File: src/hdl/csvt_ram.sv
`timescale 1ns / 1ps
`default_nettype none

module csvt_ram #(
  parameter int unsigned WIDTH = 8,
  parameter int unsigned DEPTH = 32
) (
  input  wire logic                     clk,
  input  wire logic                     we,
  input  wire logic [$clog2(DEPTH)-1:0] waddr,
  input  wire logic [WIDTH-1:0]         wdata,
  input  wire logic [$clog2(DEPTH)-1:0] raddr,
  output      logic [WIDTH-1:0]         rdata
);

  logic [WIDTH-1:0] mem [DEPTH];

  // one write port, one registered read port
  always_ff @(posedge clk) begin
    if (we) begin
      mem[waddr] <= wdata;
    end
    rdata <= mem[raddr];
  end

endmodule

`default_nettype wire

File: config.mk
export PLATFORM = sky130hd
export DESIGN_NAME = csvt_ram
export DESIGN_NICKNAME = d
export VERILOG_FILES = /design/src/hdl/csvt_ram.sv
export SDC_FILE = /design/constraint.sdc
export NUM_CORES = 1
export LEC_CHECK = 0
export BUFFER_PORTS_ARGS = -buffer_cell sky130_fd_sc_hd__buf_2
export CELL_PAD_IN_SITES_DETAIL_PLACEMENT = 0
export CELL_PAD_IN_SITES_GLOBAL_PLACEMENT = 1
export CORE_MARGIN = 3
export CORE_UTILIZATION = 59
export DETAILED_ROUTE_END_ITERATION = 10
export PLACE_DENSITY = 0.8
export SLEW_MARGIN = 20
export SYNTH_ARGS = -nofsm -noshare
export SYNTH_HDL_FRONTEND = slang
export SYNTH_SLANG_ARGS = --single-unit
File: constraint.sdc
create_clock -name clk -period 3.7 [get_ports clk]
set_input_delay 0.185 -clock clk [delete_from_list [all_inputs] [get_ports clk]]
set_output_delay 0.185 -clock clk [all_outputs]
set_load 0.1 [all_outputs]
==> summary.md, run 1 <==
| Metric | Value |
|---|---|
| RSZ-0062 raised after global routing | no |
| Status | completed |
| CTS tree | yes |
| CP max stage delay | 0.55 ns |
| Post_cts resized | 0 |
| Vias in the first global route | between 4000 and 5000 |
| Number of post-CTS setup repair buffers | 0 |
| Synth unique cells | 15 |
| Routed vias | between 4000 and 5000 |
| Worst EP required | roughly 4.1 ns |
| Fin. max-slew vios | 0 |
| Reg2reg start | mem[5][6] |
| Final setup fails | 0 |
| Total negative slack | 0 ns |
| DRT Pass-1 Iters | 5 |
| Worst Path Arrival | ~2.4 ns |
| Capture point of the worst path | rdata[1] |
| Number of buffers created by CTS | 26 |
| Worst Setup SP | raddr[0] |
| Total die area | 18600 um2 |
| GRT overflow | 0 |
| Synth top area cells | edfxtp_1, mux4_2, dfxtp_1 |
| Final Hold Vio Count | 0 |
| I/O pins | 28 |
| Gpl congestion | approximately 0.76 |
| Synthesized area | 10100 um2 |
| Reg2reg path depth | 3 |
| Period utilization | 53.0% |
| Syn_area_per_cell | about 24 um2 |
| Fin Clk Skew | 0.0163 ns |
| Max-cap viol count | 0 |
| Synth area leader | edfxtp_1 |
| H-tree levels | 1 |
| Largest net degree at the start of global routing | between 60 and 70 |
| Crit-path leading delay family | multiplexers |
| DRT Wirelength | between 15 and 20 mm |
| DR vias/cell | between 6 and 7 |
| Startpoint Class | input port |
| Crit path max-delay cell type | mux4_2 |
| Leak | approximately 3.5 nW |
| Worst Path Buf+Inv | 2 |
| Area growth syn-to-layout | 11.6% |
| Ant. Diodes | 0 |
| R2R setup slack | between 1.5 and 2 ns |
| Layout Nets | between 400 and 500 |
| Crit Path Max Fanout | 23 |
| Relative slew margins | 39.7% |
| Rows | 47 |
| Cell chain of the critical path | buf_4 > buf_4 > mux4_2 > mux4_2 > mux2_2 |
| Crit path kind | in2reg |
| Worst-path clk slew | roughly 0.060 ns |
| First DRT Iteration DRCs | about 490 |
| Hold Startpoint | raddr[3] |
| Synthesized instance count | roughly 420 |
| IO Port Bufs | 27 |
| Clk_lat worst skew | just over 0.5 ns |
| Core area | approximately 17000 um2 |
| Crit. End Element | flop |
| Clock Tree Buf Depth | 3 |
| First-pass GRT wire length | 28.6 mm |
| Synth Net Count | around 440 |
| Tmin final | around 2 ns |
| # DRC | 0 |
| Chip height | roughly 140 um |
| YS warnings | 0 |
| Post-CTS Hold Buffers | 0 |
| HPWL after detailed placement | around 12 mm |
| Worst Tran Pin Value | between 0.9 and 1 ns |
| Power Density | ~550 nW/um2 |
| Crit path depth | 5 |
| Max frequency | ~0.5 GHz |
| Starting Density | between 60% and 70% |
| Final ANT Viol Nets | 0 |
| Worst reg2reg endpoint | rdata[6] |
| WHS | around 0.14 ns |
| Number of synthesized register bits | 264 |
| Chip width | 137 um |
| Share of cells above drive strength 1 | 33.5% |
| DR WL/cell | about 28 um |
| Initial antenna violation count | 0 |
| Peak supply drop | around 400 uV |
| Hold Crit Class | in2reg |
| Global Route Usage Sum | ~22% |
| # clock sinks | between 200 and 300 |
| Register area share after synthesis | 78.1% |
| Top cell type's share of synthesized area | between 70% and 80% |
| CTS root buf | clkbuf_16 |
## stage by stage
step                      power [mW]  worst slack [ns]  std cells  area [um2]  util, %
after floorplan                 3.66              1.71        417       10100        -
after CTS                       6.24              1.71        695       11200     67.4
final                           6.19              1.74        695       11200     67.4
after global placement          3.79              1.19        647       10400     62.5
after global routing            6.38              1.64        695       11200     67.4
after detailed placement        3.80              1.18        647       10400     62.5
## state kept, by name, summed over array words and instances (netlist names)
register,cells
rdata,8
mem,256
## worst min path at each step
stage | endpoint | slack (ns) | cells past startpoint
2_1_floorplan | mem[0][0] | 0.28 | 0
3_3_place_gp | rdata[4] | 0.65 | 2
3_5_place_dp | rdata[3] | 0.65 | 2
4_1_cts | rdata[7] | 0.11 | 2
5_1_grt | rdata[2] | 0.13 | 2
6_report | rdata[7] | 0.14 | 2
## layout make-up
type,count,area [um2]
multi-input combinational,133,2100
tap,220,275
clock inverter,11,81.3
timing repair buffer,30,185
sequential,264,7850
fill,1021,5420
clock buffer,37,733
## Yosys cell counts (all sizes together)
cell type / instances
edfxtp: 256
mux4: 80
nor2: 33
buf: 14
dfxtp: 8
mux2: 8
clkbuf: 6
nand3b: 5
or3b: 3
nand3: 2
nand2: 1
or3: 1
## kinds of logic after synthesis
logic type             count (synthesis)  share of synthesized area, %
flip-flops                           264                          78.1
AND/OR/NAND/NOR                       45                          2.07
multiplexers                          88                          18.8
buffers and inverters                 20                          1.06
## power by group
part	internal, mW	switching (mW)
registers	3.33	0.0159
logic	0.133	0.259
clock network	1.45	1.00
## layout by cell type, fill, tap and decap left out, drive strengths merged
master,n
edfxtp,256
clkinv,10
mux4,80
buf,30
or3,1
nand2,1
dfxtp,8
bufinv,1
or3b,3
clkbuf,37
mux2,8
nor2,33
nand3b,5
nand3,2
## layer usage
layer | GRT usage, % | part of all wire, % | vias to the layer above
met3 | 3.71 | 8.4 | 20
met2 | 31.5 | 46 | 192
met4 | 4.31 | 1.2 | 0
met5 | 0 | 0 | -
li1 | - | - | 1857
met1 | 35.5 | 44 | 2339
(Power assumes the default switching activity.)
==> run 2: changes to the inputs <==
--- a/config.mk
+++ b/config.mk
@@ -5,13 +5,14 @@
 export SDC_FILE = /design/constraint.sdc
 export NUM_CORES = 1
 export LEC_CHECK = 0
+export ABC_AREA = 1
 export BUFFER_PORTS_ARGS = -buffer_cell sky130_fd_sc_hd__buf_2
 export CELL_PAD_IN_SITES_DETAIL_PLACEMENT = 0
 export CELL_PAD_IN_SITES_GLOBAL_PLACEMENT = 1
 export CORE_MARGIN = 3
-export CORE_UTILIZATION = 59
+export CORE_UTILIZATION = 46
 export DETAILED_ROUTE_END_ITERATION = 10
-export PLACE_DENSITY = 0.8
+export PLACE_DENSITY = 0.73
 export SLEW_MARGIN = 20
 export SYNTH_ARGS = -nofsm -noshare
 export SYNTH_HDL_FRONTEND = slang
==> constraint.sdc (replaced) <==
create_clock -name clk -period 1.8 [get_ports clk]
set_input_delay 0.09 -clock clk [delete_from_list [all_inputs] [get_ports clk]]
set_output_delay 0.09 -clock clk [all_outputs]
set_load 0.1 [all_outputs]
==> summary.md, run 2 <==
| Metric | Value |
|---|---|
| Status | completed |
| YS warnings | 0 |
| Final cell count without fillers | 1308 |
| Worst setup slack after layout | slightly above 0.3 ns |
| Worst EP required | between 1.5 and 2 ns |
| Area growth syn-to-layout | 12.9% |
| Regs by FF count | mem (256), rdata (8) |
| HPWL after detailed placement | 14.9 mm |
| Max reg flops | approximately 260 |
| Number of synthesized register bits | 264 |
| Commonest cells after routing, fill and taps aside | nand2_1, edfxtp_1, nand3_1, buf_4, nor2_1 |
| # clock sinks | approximately 260 |
| Comb power frac | around 7.7% |
| Length of routed met2 wiring | about 12 mm |
| Starting Density | between 40% and 50% |
| Leak | 4.56 nW |
| First DRT Iteration DRCs | around 630 |
| Gpl congestion | ~0.76 |
| Clock Tree Buf Depth | 3 |
| IO Port Bufs | 27 |
| DRT Pass-1 Iters | 5 |
| Crit. End Element | output pin |
| DRT Wirelength | around 26 mm |
| I/O pins | 28 |
| WHS | just over 0.08 ns |
| H-tree levels | 1 |
| Final Hold Vio Count | 0 |
| Clock power share | about two fifths |
| RSZ-0062 raised after global routing | no |
| Period utilization | a little over 80% |
| First-pass GRT wire length | ~40 mm |
| Fin. max-slew vios | 0 |
| Cell internal pwr | about 10 mW |
| Crit path max-delay cell type | buf_2 |
| Startpoint Class | flop |
| Global Route Usage Sum | between 20% and 30% |
| Max frequency | roughly 0.67 GHz |
| Sequential share of power | 53.1% |
| Final ANT Viol Nets | 0 |
| GRT overflow | 0 |
| Synth top area cells | edfxtp_1, nand2_1, nand3_1 |
| Crit path kind | reg2out |
| Synth Net Count | 942 |
| Top cell type's share of synthesized area | around 71% |
| DR vias/cell | roughly 5.3 |
| Chip width | 159 um |
| Hold Crit Class | in2reg |
| Routed vias | about 6900 |
| Switching Fraction | a little under a quarter |
| Ant. Diodes | 0 |
| Post-synth top flop | edfxtp_1 |
| Post_cts resized | 0 |
| P_sw | 2.98 mW |
| Clk_lat worst skew | 0.53 ns |
| Largest net degree at the start of global routing | 65 |
| CP max stage delay | 0.47 ns |
| Relative slew margins | 48.0% |
| Most numerous cell in the Yosys netlist | nand2_1 |
| Worst Path Arrival | 1.41 ns |
| Synth area leader | edfxtp_1 |
| Peak supply drop | roughly 800 uV |
| Cell chain of the critical path | buf_2 |
| Synth unique cells | 12 |
| Worst Path Buf+Inv | 1 |
| Worst-path clk slew | roughly 0.060 ns |
| Cell Area, Placed | 11400 um2 |
| Total negative slack | 0 ns |
| Fin area | between 10000 and 15000 um2 |
| Synthesized area | around 11000 um2 |
| Most common cell after layout, fill and taps aside | nand2_1 |
| Filler Cells Inserted | between 2000 and 2500 |
| Number of buffers created by CTS | 27 |
| Initial antenna violation count | 0 |
| # DRC | 0 |
| WL met3 | 1.45 mm |
| Commonest cells in the netlist | nand2_1, edfxtp_1, nand3_1 |
| Core area | ~23000 um2 |
| Total die area | around 25000 um2 |
| Share of cells above drive strength 1 | 11.4% |
| Register area share after synthesis | ~73% |
| Final setup fails | 0 |
| Number of flops mapped to enable cells by yosys | 256 |
| Vias in the first global route | 6609 |
| Max Used Layer | met4 |
| Chip height | around 160 um |
| Crit-path leading delay family | buffers and inverters |
| Biggest register | mem |
| Rows | 55 |
| Post-Place Cells | roughly 1300 |
| Fin Clk Skew | around 0.017 ns |
| DR WL/cell | 19.9 um |
| Asr flop ratio synth | 0% |
| Synthesized instance count | about 920 |
| Tmin final | around 1.5 ns |
| Crit Path Max Fanout | 1 |
| Max-cap viol count | 0 |
| Layout Nets | approximately 1000 |
| Pre-CTS setup slack | a little under 0.3 ns |
| CTS root buf | clkbuf_16 |
| Finished Core Util | between 50 and 60% |
| Syn_area_per_cell | between 10 and 15 um2 |
| WL met1 | between 10 and 15 mm |
| Power Density | between 1000 and 1500 nW/um2 |
| CTS tree | yes |
| Pwr Total | about 13 mW |
| Worst Tran Pin Value | 0.780 ns |
[run 2: changes by cell type after synthesis, sizes merged, moves of 3 or more]
cell,before,now
nand2,1,360
nand3,2,204
mux4,80,0
buf,14,45
inv,0,10
mux2,8,0
nand3b,5,0
or3b,3,0
[run 2: what timing repair did]
| item | in CTS | in global routing |
|---|---|---|
| buffers inserted | 0 | 0 |
| hold buffers | 1 | 0 |
| endpoints found under the hold margin | 8 | 0 |
[run 2: cell type report]
type / count / area [um2] / area share [%]
Multi-Input combinational cell: 596 / 2490 / 20.5
Sequential cell: 264 / 7850 / 64.4
Inverter: 10 / 40.0 / 0.329
Tap cell: 313 / 392 / 3.21
Timing Repair Buffer: 77 / 616 / 5.05
Clock inverter: 14 / 92.6 / 0.760
Clock buffer: 34 / 702 / 5.76
[run 2: power by group through the flow]
stage          registers (mW)  clock network, mW  logic [mW]
3_3_place_gp             6.99                  0       0.993
5_1_grt                  6.87               5.42        1.09
6_report                 6.86               5.07       0.992
2_1_floorplan            7.14                  0       0.492
3_5_place_dp             6.99                  0       0.999
4_1_cts                  6.86               5.15        1.00
[run 2: worst paths after layout]
check	startpoint	end	slack (ns)	cells past startpoint
worst max-delay path	rdata[0]	rdata[0]	0.30	1
worst min-delay path	raddr[3]	rdata[0]	0.08	5
worst max register to register	mem[9][4]	rdata[4]	0.62	8
worst min register to register	mem[22][5]	rdata[5]	0.75	8
[run 2: metal layers]
| layer | global-route usage (%) | vias to the layer above |
|---|---|---|
| met4 | 3.66 | 0 |
| met5 | 0 | - |
| met2 | 33.3 | 194 |
| met1 | 30.6 | 3361 |
| li1 | - | 3303 |
| met3 | 2.32 | 26 |
[run 2: worst reg2reg max path: stages (launching register included)]
cell and delay (ns):
edfxtp_1 0.36, nand2_1 0.07, nand3_1 0.10, nand3_1 0.15, nand2_1 0.07, nand2_1 0.06
nand2_1 0.06, nand2_1 0.10, nand2_1 0.07
[run 2: logic make-up (layout without fill, tap and decap cells)]
kind of cell,count (synthesis),in the layout,synth area share (%)
buffers and inverters,62,135,4.14
DFF,264,264,72.8
and+or+nand+nor,596,596,23.1
